===== config.mk =====
export PLATFORM = sky130hd
export DESIGN_NAME = ovt_sin
export DESIGN_NICKNAME = d
export VERILOG_FILES = /design/src/rtl/core/ovt_pkg.sv /design/src/rtl/core/ovt_sin.sv
export SDC_FILE = /design/constraint.sdc
export NUM_CORES = 2
export LEC_CHECK = 0
export BUFFER_PORTS_ARGS = -buffer_cell sky130_fd_sc_hd__buf_4
export CORE_MARGIN = 1
export CORE_UTILIZATION = 41
export CTS_CLUSTER_DIAMETER = 120
export DETAILED_ROUTE_END_ITERATION = 8
export PLACE_DENSITY = 0.67
export REMOVE_ABC_BUFFERS = 1
export SYNTH_ARGS = -nofsm -noshare
export SYNTH_HDL_FRONTEND = slang
export SYNTH_SLANG_ARGS = --single-unit
export TNS_END_PERCENT = 10

===== constraint.sdc =====
create_clock -name clock -period 12.2 [get_ports clock]
set_input_delay 0.61 -clock clock [delete_from_list [all_inputs] [get_ports clock]]
set_output_delay 0.61 -clock clock [all_outputs]
set_load 0.01 [all_outputs]

===== src/rtl/core/ovt_pkg.sv =====
// Shared types and constants of the orbit vertex transform.
// Used by the top level, the sine unit, the divider and the checker.
package ovt_pkg;

   localparam int COORD_WIDTH_DEF = 32;
   localparam int ANGLE_WIDTH_DEF = 16;
   localparam int SCALE_WIDTH     = 24;
   localparam int TRIG_WIDTH      = 18;
   localparam int FRAC_BITS       = 16;
   localparam int CSR_ADDR_WIDTH  = 3;

   localparam logic [SCALE_WIDTH-1:0] SCALE_RESET = 24'd32768;

   // Polynomial sine coefficients, Q16.
   localparam logic [16:0] SIN_A = 17'd102944;
   localparam logic [15:0] SIN_B = 16'd42047;
   localparam logic [12:0] SIN_C = 13'd4639;

   typedef enum logic [CSR_ADDR_WIDTH-1:0] {
      CSR_ORBIT_ANGLE    = 3'd0,
      CSR_LOCAL_ANGLE    = 3'd1,
      CSR_SCALE_FACTOR   = 3'd2,
      CSR_ORBIT_DISTANCE = 3'd3,
      CSR_FOLLOW_ORBIT   = 3'd4
   } csr_index_type;

   typedef logic signed [TRIG_WIDTH-1:0] trig_type;

endpackage


===== src/rtl/core/ovt_sin.sv =====
// Pipelined polynomial sine of a turn fraction, five register stages.
// Depends on ovt_pkg for the coefficients and the result type.
module ovt_sin #(
   parameter int ANGLE_WIDTH = ovt_pkg::ANGLE_WIDTH_DEF
) (
   input  logic                   clock,
   input  logic                   en,
   input  logic [ANGLE_WIDTH-1:0] angle,
   output ovt_pkg::trig_type      sin_out
);
   import ovt_pkg::*;

   localparam int QB = ANGLE_WIDTH - 2;

   logic [1:0]     quad;
   logic [QB+15:0] zsh;
   logic [16:0]    z_in;

   logic [1:0]  q1_ff, q2_ff, q3_ff, q4_ff;
   logic [16:0] z1_ff, z2_ff, z3_ff, z4_ff;
   logic [16:0] zz2_ff, zz3_ff;
   logic [13:0] t3_ff;
   logic [16:0] t4_ff;
   trig_type    s5_ff;

   logic [33:0] zz_prod;
   logic [29:0] c_prod;
   logic [15:0] b_diff;
   logic [32:0] b_prod;
   logic [16:0] a_diff;
   logic [33:0] a_prod;
   logic [16:0] s_mag;

   always_comb begin
      quad = angle[ANGLE_WIDTH-1:ANGLE_WIDTH-2];
      zsh  = {angle[QB-1:0], 16'b0} >> QB;
      z_in = quad[0] ? (17'd65536 - zsh[16:0]) : zsh[16:0];
      zz_prod = 34'(z1_ff) * 34'(z1_ff);
      c_prod  = 30'(SIN_C) * 30'(zz2_ff);
      b_diff  = SIN_B - 16'(t3_ff);
      b_prod  = 33'(b_diff) * 33'(zz3_ff);
      a_diff  = SIN_A - t4_ff;
      a_prod  = 34'(a_diff) * 34'(z4_ff);
      s_mag   = a_prod[32:16];
   end

   always_ff @(posedge clock) begin
      if (en) begin
         q1_ff  <= quad;
         z1_ff  <= z_in;
         q2_ff  <= q1_ff;
         z2_ff  <= z1_ff;
         zz2_ff <= zz_prod[32:16];
         q3_ff  <= q2_ff;
         z3_ff  <= z2_ff;
         zz3_ff <= zz2_ff;
         t3_ff  <= c_prod[29:16];
         q4_ff  <= q3_ff;
         z4_ff  <= z3_ff;
         t4_ff  <= b_prod[32:16];
         s5_ff  <= q4_ff[1] ? -$signed({1'b0, s_mag}) : $signed({1'b0, s_mag});
      end
   end

   assign sin_out = s5_ff;

endmodule


# After elaboration in Yosys (flattened, before gate mapping)

Cells that the tools add are included.

Register bits after elaboration: 159
Word-level logic and storage cells: 25
Input port bits: 18

Mux-type cells: 2
Add/sub/neg operators: 4
Multipliers: 4

Operator list:

| operator               | count |
|---|---|
| $mul 17x17->33         | 2 |
| $mul 16x17->33         | 1 |
| $mul 13x17->30 const A | 1 |
| $neg 17->18            | 1 |
| $mux 17                | 1 |
| $sub 17x16->17 const A | 1 |
| $sub 17x17->17 const A | 1 |
| $mux 16                | 1 |
| $sub 16x14->16 const A | 1 |

# Longest topological paths before layout

Depth after elaboration: 4
Mapped depth: 32
Gate-level depth less buffers: 30

# Worst setup path before layout

OpenSTA, ideal clock, no wires.

Path kind: reg2reg
Start: register t4_ff[0]
End: register s5_ff[16] (netlist: sin_out[16]), data pin
Cell stages (with the launch flop): 32
Data arrival time: 8.537 ns
Period minus slack after synthesis: 8.799 ns
Data required time: 11.938 ns
Library setup time: 0.262 ns
Slack: 3.401 ns
Cells stage by stage: edfxtp_1 clkbuf_1 inv_1 ha_1 or4b_1 a211oi_1 a21boi_1 nor3_1 inv_1 a21oi_1 xnor2_1 clkbuf_1 nand2_1 fa_1 fa_1 inv_1 fa_1 fa_1 fa_1 inv_1 fa_1 inv_1 ha_1 and2_4 a221o_1 a221o_1 o2111a_2 o311a_1 a311oi_2 nor4b_4 a41oi_1 xnor2_1

Longest elaborated chain between the ends: 4

Ends and longest elaborated chain:

| what                   | RTL line      | RTL |
|---|---|---|
| from (decl)            | ovt_sin.sv:23 | `logic [16:0] t4_ff;` |
| from (signal assigned) | ovt_sin.sv:60 | `t4_ff <= b_prod[32:16];` |
| $sub 17x17->17 (*)     | ovt_sin.sv:42 | `a_diff = SIN_A - t4_ff;` |
| $mul 17x17->33 (*)     | ovt_sin.sv:43 | `a_prod = 34'(a_diff) * 34'(z4_ff);` |
| $neg 17->18            | ovt_sin.sv:61 | `s5_ff <= q4_ff[1] ? -$signed({1'b0, s_mag}) : $signed({1'b0, s_mag});` |
| $mux 17 (*)            | ovt_sin.sv:61 |  |
| to (signal assigned)   | ovt_sin.sv:61 |  |
| to (decl)              | ovt_sin.sv:24 | `trig_type s5_ff;` |

Every way passes the cells marked *; elsewhere a longest branch is shown, timed or not.
A chain may end at the register's enable or synchronous reset.

# Worst setup path after layout

Ends and elaborated chain as after synthesis.

==> impl_metrics.ini <==
[outcome]
status = finished, final reports clean

[route]
wire_per_inst_um = 15.9
routed-via-count = 20669
first_pass_iters = 5
first_iter_violations = 1110
ant_nets = 0
wirelength_um = 65800
drc_errors = 0
via_per_inst = 4.99

[worst_setup_path]
arrival_ns = 9.68
worstPathBufferInverterCount = 6
crit_path_end_kind = register
worst-r2r-setup-slack_ns = 2.72
cpMostUsedCell = fa_1
cp-start-kind = register
rr_startpoint = t4_ff[0]
crit_type = reg2reg
crit_path_end = sin_out[16]
timing.rr.end = sin_out[16]
cp_data_required_time_ns = 12.41
r2r_cells = 30
crit_slowest_cell = edfxtp_1
cp_slowest_stage_delay_ns = 0.66
cp-startpoint = t4_ff[0]
cp_top_family = adder cells
cp_max_fo = 16
cp.depth = 30

[grt]
first_global_vias = 22398
grt_use_total_pct = 18.0
grt_pass1_wl_um = 112000
grt_max_degree = 93
gr-total-overflow = 0
antenna_found_initial = 2

[cells_and_area]
area_growth_pct = 6.18
diodes = 0
drive_above_1_share_pct = 3.67
nNetsFinal = 4169
regArea_um2 = 4410
final_cell_mix = 751 x inv_1, 602 x fa_1, 397 x ha_1, 331 x nand2_1, 196 x and2_1
fillers = 7163
multi_input_area_um2 = 23900
mostFrequentLayoutCell = inv_1

[synth]
syn_area_um2 = 31400
yosys.cell_types.count = 70
synth_top_area_share_pct = 38.4
synth_edf_count = 147
ys_warn_count = 0
seq_area_frac_synth_pct = 14.0
ys_ff_latch = 147
syn_area_per_cell_um2 = 9.92
synthCells = 3167
yosys-top-cells-area = fa_1 38%, ha_1 16%, edfxtp_1 14%, inv_1 9.0%, nand2_1 4.0%
synth_top_area_cell = fa_1
synthFlopType = edfxtp_1
async_flop_share_pct = 0

[placed_design]
dp_hpwl_um = 53000
gp_congestion = 0.840
io_buffers = 35

[clock_tree]
cts_num_sinks = 147
clockRootBuffer = clkbuf_16
ctsLongestPathBuffers = 2
postCtsSetupRepairBufs = 0
cts_hold_buffers = 0
cts_tree = built
insertion_delay_ns = 0.47
numCtsBuffers = 17
cts-resized-gates = 0
path_clk_slew_ns = 0.07
cts_max_level = 4

[sta]
finalSetupTns_ns = 0
fin_crit_ns = 9.48
hold_viol_final = 0
setup_viol = 0
max_freq_mhz = 106
finClkSkew_ns = 0.0139
rsz0062_at_grt = no
finalCritPeriodShare_pct = 77.7
worstMarginPinSlew_ns = 0.966
max_slew_margin_pct = 35.3
drv_slew = 0

[floorplanning]
die_area_um2 = 77700
io_pins = 36
initial_core_util_pct = 41.4
die_height_um = 279
rows = 101
coreArea_um2 = 75800
die_w_um = 279

[run]
maxCapViolCount = 0

[hold_path]
hold_class = in2reg
[stage by stage]
step / hold slack [ns] / setup slack [ns] / cells / cell area, um2 / utilization, %
CTS: 0.295 / 2.71 / 4143 / 33400 / 44.0
global placement: 0.402 / 2.82 / 4111 / 32800 / 43.3
detailed placement: 0.405 / 2.77 / 4111 / 32800 / 43.3
finish: 0.331 / 2.72 / 4143 / 33400 / 44.0
global route: 0.322 / 2.15 / 4143 / 33400 / 44.0
floorplan: 0.400 / 3.55 / 3071 / 31100 / -
[worst reg2reg max path, delay by kind of cell, from the launching register on]
family                   cells  cell delay (ns)
flip-flops                   1             0.66
AND/OR/NAND/NOR              5             1.37
adder cells (fa/ha/maj)      8             3.60
XOR/XNOR                     2             0.29
AO/OA/AOI/OAI                9             2.72
buffers and inverters        6             0.58
[registers in the layout (all words and copies together), names as in the netlist]
name	count
zz2_ff	17
z1_ff	15
q2_ff	1
z3_ff	15
t4_ff	17
z2_ff	15
sin_out	18
t3_ff	14
q1_ff	1
z4_ff	15
q3_ff	1
zz3_ff	17
q4_ff	1
[final cells by class]
type | instances | share of cell area (%)
timing repair buffer | 62 | 1.41
clock inverter | 13 | 0.368
tap | 978 | 3.67
clock buffer | 19 | 1.30
multi-input combinational | 2173 | 71.6
sequential | 147 | 13.2
inverter | 751 | 8.45
[cell usage after synthesis, types with 8 or more instances]
cell      count
nor2_1       69
a21o_1       26
o21ai_0      36
o21a_1       10
nand4_1       8
inv_1       751
nor2b_1      71
and2_1      196
edfxtp_1    147
ha_1        397
or3_1        13
clkbuf_1     93
xnor2_1      79
nand2b_1     83
xor2_1       35
nand2_1     331
nor3_1       26
a21oi_1      55
nand3_1      17
fa_1        602
and4_1        8
[logic make-up after synthesis]
logic type / Yosys count / synth area share, %
compound gates: 208 / 4.62
xor+xnor: 114 / 3.18
fa+ha+maj: 999 / 54.2
buf+inv: 847 / 10.1
flops: 147 / 14.0
mux: 3 / 0.0996
simple gates: 849 / 13.8
[worst min-delay path by stage]
| stage | start | end | slack [ns] | cells past startpoint |
|---|---|---|---|---|
| finish | angle[15] | q1_ff[1] | 0.33 | 1 |
| global placement | z3_ff[6] | z4_ff[6] | 0.40 | 0 |
| CTS | angle[15] | q1_ff[1] | 0.29 | 1 |
| floorplan | q1_ff[1] | q2_ff[1] | 0.40 | 0 |
| detailed placement | z2_ff[4] | z3_ff[4] | 0.40 | 0 |
| global route | angle[0] | z1_ff[2] | 0.32 | 1 |
[layer usage]
metal  track usage [%]  up-vias  routed length, um
li1                  -     9645                  -
met1              23.6    10479              28800
met2              31.1      437              32400
met3              2.13      104               2900
met4              5.64        4               1610
met5                 0        -                 24
Power is left out: the tool's default activity adds up to more than one toggle a clock period on the data nets, which glitch-free logic cannot reach.
