File: config.mk
export PLATFORM = sky130hd
export DESIGN_NAME = ovt_div
export DESIGN_NICKNAME = d
export VERILOG_FILES = /design/src/rtl/core/ovt_pkg.sv /design/src/rtl/core/ovt_div.sv
export SDC_FILE = /design/constraint.sdc
export NUM_CORES = 2
export LEC_CHECK = 0
export BUFFER_PORTS_ARGS = -buffer_cell sky130_fd_sc_hd__buf_4
export CORE_UTILIZATION = 25
export DETAILED_ROUTE_END_ITERATION = 8
export PLACE_DENSITY = 0.45
export SETUP_SLACK_MARGIN = 0.3
export SYNTH_ARGS = -nofsm -noshare
export SYNTH_HDL_FRONTEND = slang
export SYNTH_SLANG_ARGS = --single-unit
File: constraint.sdc
create_clock -name clock -period 9.1 [get_ports clock]
set_input_delay 1.365 -clock clock [delete_from_list [all_inputs] [get_ports clock]]
set_output_delay 1.365 -clock clock [all_outputs]
set_load 0.005 [all_outputs]
File: src/rtl/core/ovt_pkg.sv
// Shared types and constants of the orbit vertex transform.
// Used by the top level, the sine unit, the divider and the checker.
package ovt_pkg;

   localparam int COORD_WIDTH_DEF = 32;
   localparam int ANGLE_WIDTH_DEF = 16;
   localparam int SCALE_WIDTH     = 24;
   localparam int TRIG_WIDTH      = 18;
   localparam int FRAC_BITS       = 16;
   localparam int CSR_ADDR_WIDTH  = 3;

   localparam logic [SCALE_WIDTH-1:0] SCALE_RESET = 24'd32768;

   // Polynomial sine coefficients, Q16.
   localparam logic [16:0] SIN_A = 17'd102944;
   localparam logic [15:0] SIN_B = 16'd42047;
   localparam logic [12:0] SIN_C = 13'd4639;

   typedef enum logic [CSR_ADDR_WIDTH-1:0] {
      CSR_ORBIT_ANGLE    = 3'd0,
      CSR_LOCAL_ANGLE    = 3'd1,
      CSR_SCALE_FACTOR   = 3'd2,
      CSR_ORBIT_DISTANCE = 3'd3,
      CSR_FOLLOW_ORBIT   = 3'd4
   } csr_index_type;

   typedef logic signed [TRIG_WIDTH-1:0] trig_type;

endpackage

File: src/rtl/core/ovt_div.sv
// Pipelined restoring divider: (magnitude * 2^16) / divisor, one quotient bit per
// stage, signed result in the last stage. Depends on ovt_pkg.
module ovt_div #(
   parameter int COORD_WIDTH = ovt_pkg::COORD_WIDTH_DEF
) (
   input  logic                                  clock,
   input  logic                                  en,
   input  logic                                  neg_in,
   input  logic [COORD_WIDTH-1:0]                mag_in,
   input  logic [ovt_pkg::SCALE_WIDTH-1:0]       divisor,
   output logic [COORD_WIDTH-1:0]                quot_out
);
   import ovt_pkg::*;

   localparam int DW = COORD_WIDTH + FRAC_BITS;

   logic [SCALE_WIDTH-1:0] rem_ff [0:DW];
   logic [DW-1:0]          dvd_ff [0:DW];
   logic [COORD_WIDTH-1:0] quo_ff [0:DW];
   logic                   sgn_ff [0:DW];
   logic [COORD_WIDTH-1:0] out_ff;

   // Stage zero is the unregistered input.
   assign rem_ff[0] = '0;
   assign dvd_ff[0] = {mag_in, 16'b0};
   assign quo_ff[0] = '0;
   assign sgn_ff[0] = neg_in;

   for (genvar k = 1; k <= DW; k++) begin : g_stage
      logic [SCALE_WIDTH:0] trial;
      logic                 ge;
      always_comb begin
         trial = {rem_ff[k-1], dvd_ff[k-1][DW-1]};
         ge    = trial >= {1'b0, divisor};
      end
      always_ff @(posedge clock) begin
         if (en) begin
            rem_ff[k] <= ge ? SCALE_WIDTH'(trial - {1'b0, divisor}) : trial[SCALE_WIDTH-1:0];
            dvd_ff[k] <= {dvd_ff[k-1][DW-2:0], 1'b0};
            quo_ff[k] <= {quo_ff[k-1][COORD_WIDTH-2:0], ge};
            sgn_ff[k] <= sgn_ff[k-1];
         end
      end
   end

   always_ff @(posedge clock) begin
      if (en) begin
         out_ff <= sgn_ff[DW] ? -quo_ff[DW] : quo_ff[DW];
      end
   end

   assign quot_out = out_ff;

endmodule

### Word level (Yosys, flattened, before mapping)

Cells that the tools add are included.

* register bits: 2232
* bits of input ports: 59
* output and inout bits: 32
* word-level logic and storage cells: 319

* add/sub/neg operators: 48
* magnitude comparators: 48
* muxes and demuxes: 48

Operators by type and width (number)
* $ge 25x24->1: 47
* $mux 24: 46
* $sub 24x24->24: 46
* $mux 32: 1
* $neg 32->32: 1
* $ge 1x24->1: 1
* $sub 1x24->24: 1
* $mux 1: 1

### Logic depth before layout (Yosys ltp)

* word-level depth: 2
* depth in mapped cells: 16

### Worst setup path after synthesis

Ideal clock, no wire load.

* path kind: in2reg
* start: in divisor[1] (netlist bit)
* end: reg rem_ff (netlist bit g_stage[43].trial[10]) (data pin)
* setup time: 260 ps
* arrival time: 6654 ps
* required time: 8840 ps
* setup slack: 2185 ps
* stages on the path: 15
* path buffers: 3
* cells stage by stage: inv_1 > clkbuf_1 > ha_1 > nor2b_1 > o31a_1 > o31a_1 > o41ai_4 > o21ai_2 > a41o_1 > a211oi_2 > o21bai_1 > a211o_1 > buf_6 > buf_6 > mux2_4

* cells in the longest elaborated chain, start to end: 2
* elaborated cells between the ends (all ways): 3
* classes of those cells: add/sub (1); order compare (1); mux (1)

Ends and longest elaborated chain
* start: declaration: RTL line ovt_div.sv:10 `input logic [ovt_pkg::SCALE_WIDTH-1:0] divisor,`
* $sub 24x24->24 or $ge 25x24->1 (tied branches): RTL line ovt_div.sv:38, ovt_div.sv:34
* $mux 24 *: RTL line ovt_div.sv:38 `rem_ff[k] <= ge ? SCALE_WIDTH'(trial - {1'b0, divisor}) : trial[SCALE_WIDTH-1:0];`
* end signal: indexed assignment: RTL line ovt_div.sv:38
* end: declaration: RTL line ovt_div.sv:17 `logic [SCALE_WIDTH-1:0] rem_ff [0:DW];`

Mark *: on every way between the ends. The rest lies on a longest branch, timed or not.
A chain may end at the register's enable or synchronous reset.

### Final worst setup path

* start: in divisor[1] (netlist bit)
* end: reg rem_ff (netlist bit g_stage[16].trial[8]) (data pin)

Same word-level chain as after synthesis.

==> summary.md <==
| Metric | Value |
|---|---|
| Run status | `completed` |
| Synth Area in Compound Gates | `15.59%` |
| Post-DP HPWL | `242900 um` |
| Launch point of the worst path | `divisor[1]` |
| Finished layout cell area | `151300 um^2` |
| First-pass GRT wire length | `534500 um` |
| Clock sinks | `2232` |
| Power Density | `377.0 nW/um^2` |
| Max Cap Viol | `0` |
| GRT Util Overall | `between 10% and 20%` |
| Cells after DPL | `18470` |
| Initial antenna violation count | `15` |
| Placed instance area | `142100 um^2` |
| # hold bufs at CTS | `0` |
| Detailed Routing Iterations Pass 1 | `6` |
| Area Growth Syn to Fin | `14.34%` |
| Post-route ant nets | `0` |
| Register bit total from synthesis | `2232` |
| Clock transition at path regs | `0.06 ns` |
| DR vias/cell | `roughly 4.7` |
| Clock Latency Late Sink | `0.96 ns` |
| Slew headroom | `15.23%` |
| Final Worst Setup Slack | `3.441 ns` |
| Pin count of the biggest net entering global routing | `174` |
| Final Max Slew Viols | `0` |
| Post-CTS resize count | `0` |
| Grt met3 use | `1.502%` |
| Hold Startpoint | `quo_ff[60]$_DFFE_PP_` |
| Die W | `between 700 and 800 um` |
| Nets@finish | `13020` |
| Mux cell area share after synthesis | `4.436%` |
| Post-Synth XOR/XNOR Area | `6.018%` |
| Clock Tree Buf Depth | `4` |
| Reg2reg setup slack | `4.66 ns` |
| Hold Path Class | `reg -> reg` |
| Worst Path Max Fanout | `47` |
| Post-layout util | `28.76%` |
| Vias in the first global route | `87380` |
| Largest area contributor in the netlist | `edfxtp_1` |
| Final wirelength | `352000 um` |
| Tcrit/Tclk final | `62.19%` |
| Clock skew | `roughly 0.093 ns` |
| Power Total | `57.02 mW` |
| Cell Area, Synth | `132300 um^2` |
| Effective utilization at floorplan | `25.16%` |
| Critical R2R Launch | `dvd_ff[1007]$_DFFE_PP_` |
| Final Hold Fails | `0` |
| Register area share after synthesis | `50.67%` |
| Port bufs | `90` |
| Share of layout cells above drive strength 1 | `approximately 9.9%` |
| Worst VDD drop | `roughly 0.18 mV` |
| Setup TNS | `0 ns` |
| Critical Path Start Type | `input pin` |
| Worst EP required | `9.77 ns` |
| Simple logic cell fraction of the synthesized area | `9.980%` |
| Total area of sequential cells | `around 67000 um^2` |
| Clock root cell | `clkbuf_16` |
| Least-Margin Pin Slew | `1.262 ns` |
| RSZ-0062 raised after global routing | `no` |
| Fillers | `54110` |
| Final setup fails | `0` |
| Routed len/inst | `18.56 um` |
| Met1 GRT Util | `17.81%` |
| Top post-synthesis cells by area | `edfxtp_1 51%, ha_1 11%, a21oi_1 3.8%` |
| DRC viols | `0` |
| Yosys top cell area share | `50.67%` |
| Largest family of logic cells by synthesized area | `compound AO/OA/AOI/OAI gates` |
| Post-synth EDFFs | `approximately 2200` |
| Total number of vias | `89280` |
| Synthesized Nets | `12780` |
| P_leak | `~57 nW` |
| Post-CTS Setup Inserts | `0` |
| Ys Warns | `0` |
| Remaining global-route overflow | `0` |
| Initial DRC Count | `6139` |
| Fin cells | `18970` |
| Synth unique cells | `93` |
| Critical path class | `in -> reg` |
| Row cnt | `266` |
| Die H | `729.4 um` |
| Hold slack | `~0.35 ns` |
| Highest clock rate | `0.1767 GHz` |
| M2 GR Usage | `21.24%` |
| CP Data Arrival Time | `6.33 ns` |
| Total CTS buffers | `278` |
| CTS tree | `built` |
| DP Worst Slack | `2.464 ns` |
| Fraction of registers with async set/reset | `0%` |
| Post-Syn Area per Cell | `11.46 um^2` |
| # IOs | `91` |
| Ys flop type | `edfxtp_1` |
| Post-Synth Adder-Cell Area | `a little under an eighth` |
| Core area | `525900 um^2` |
| Gate Count Post-Synth | `11550` |
| Total Die Area | `around 530000 um^2` |
| Final GP Congestion | `0.8296` |
| Gr busiest metal | `met2` |
| # H-tree levels | `5` |
| CP Capture Type | `flop` |
| Final critical-path required period | `5.659 ns` |
| Multi-input gate area in the final layout | `approximately 63000 um^2` |
[path summary, 6_finish.rpt]
kind | to | cells past startpoint
hold reg to reg | quo_ff[29]$_DFFE_PP_ | 0
setup / recovery | g_stage[16].trial[8]$_DFFE_PP_ | 14
hold / removal | quo_ff[29]$_DFFE_PP_ | 0
setup reg to reg | g_stage[30].trial[22]$_DFFE_PP_ | 12
[cells by family after synthesis]
family,count (synthesis)
mux,516
simple gates,2767
compound gates,3297
flops,2232
fa+ha+maj,1176
xor+xnor,909
buf+inv,649
[layout by cell type, fill, tap and decap left out, types with 44 or more instances in the layout]
cell type,count
fa_1,46
a31oi_1,105
and3_1,101
edfxtp_1,2232
or3_1,64
a21o_1,443
nand2_1,832
o21a_1,126
nor2b_1,171
nand2b_1,155
nor4_1,52
o211ai_1,60
o31ai_1,94
nand3_1,207
buf_4,180
mux2_2,425
a211oi_1,73
nor2_1,671
inv_1,374
xor2_1,344
nor3_1,191
clkbuf_1,53
o21ai_0,837
clkbuf_16,285
o21bai_1,129
mux2i_1,44
xnor2_1,565
clkinv_1,45
ha_1,1130
a21oi_1,986
nand4_1,169
a21boi_0,54
[state kept, by name (all words and copies together), names as in the netlist]
name	flops
quo_ff	528
quot_out	32
sgn_ff	48
g_stage.trial	1128
dvd_ff	496
[power by group]
| group | internal [mW] | switching (mW) |
|---|---|---|
| registers | 16.3 | 2.24 |
| clock network | 6.67 | 4.60 |
| logic | 12.2 | 15.1 |
[Yosys cell counts (108+ instances only)]
| cell | n |
|---|---|
| mux2_2 | 425 |
| nand3_1 | 207 |
| nand2_1 | 832 |
| ha_1 | 1130 |
| o21bai_1 | 129 |
| edfxtp_1 | 2232 |
| inv_1 | 398 |
| a21oi_1 | 993 |
| nor2_1 | 671 |
| a31oi_1 | 108 |
| o21ai_0 | 837 |
| o21a_1 | 126 |
| nand4_1 | 169 |
| xnor2_1 | 565 |
| nor2b_1 | 171 |
| clkbuf_1 | 198 |
| xor2_1 | 344 |
| nand2b_1 | 155 |
| a21o_1 | 443 |
| nor3_1 | 191 |
[per-layer routing]
| metal | wire, um | part of all wire [%] |
|---|---|---|
| met3 | 13010 | 3.7 |
| met2 | 161900 | 46 |
| met4 | 8151 | 2.3 |
| met1 | 169000 | 48 |
| met5 | 0 | 0 |
[final cells by class]
cell class	instances	area share (%)
sequential	2232	44.31
multi-input combinational	8665	41.61
tap	6968	5.764
clock buffer	338	4.847
timing repair buffer	208	1.263
clock inverter	155	1.173
inverter	398	1.027
antenna	1	0.001654
[critical path, stage by stage]
cell	delay, ns
buf_4	0.48
inv_6	0.39
buf_12	0.35
ha_1	0.36
nor2b_1	0.14
o21a_1	0.18
o21ai_0	0.26
a21oi_1	0.17
o21ai_0	0.30
and4_1	0.30
nor2_1	0.12
a211oi_1	0.36
o21a_1	0.95
mux2_2	0.42
Note: power is estimated with default switching activity, not from simulation.
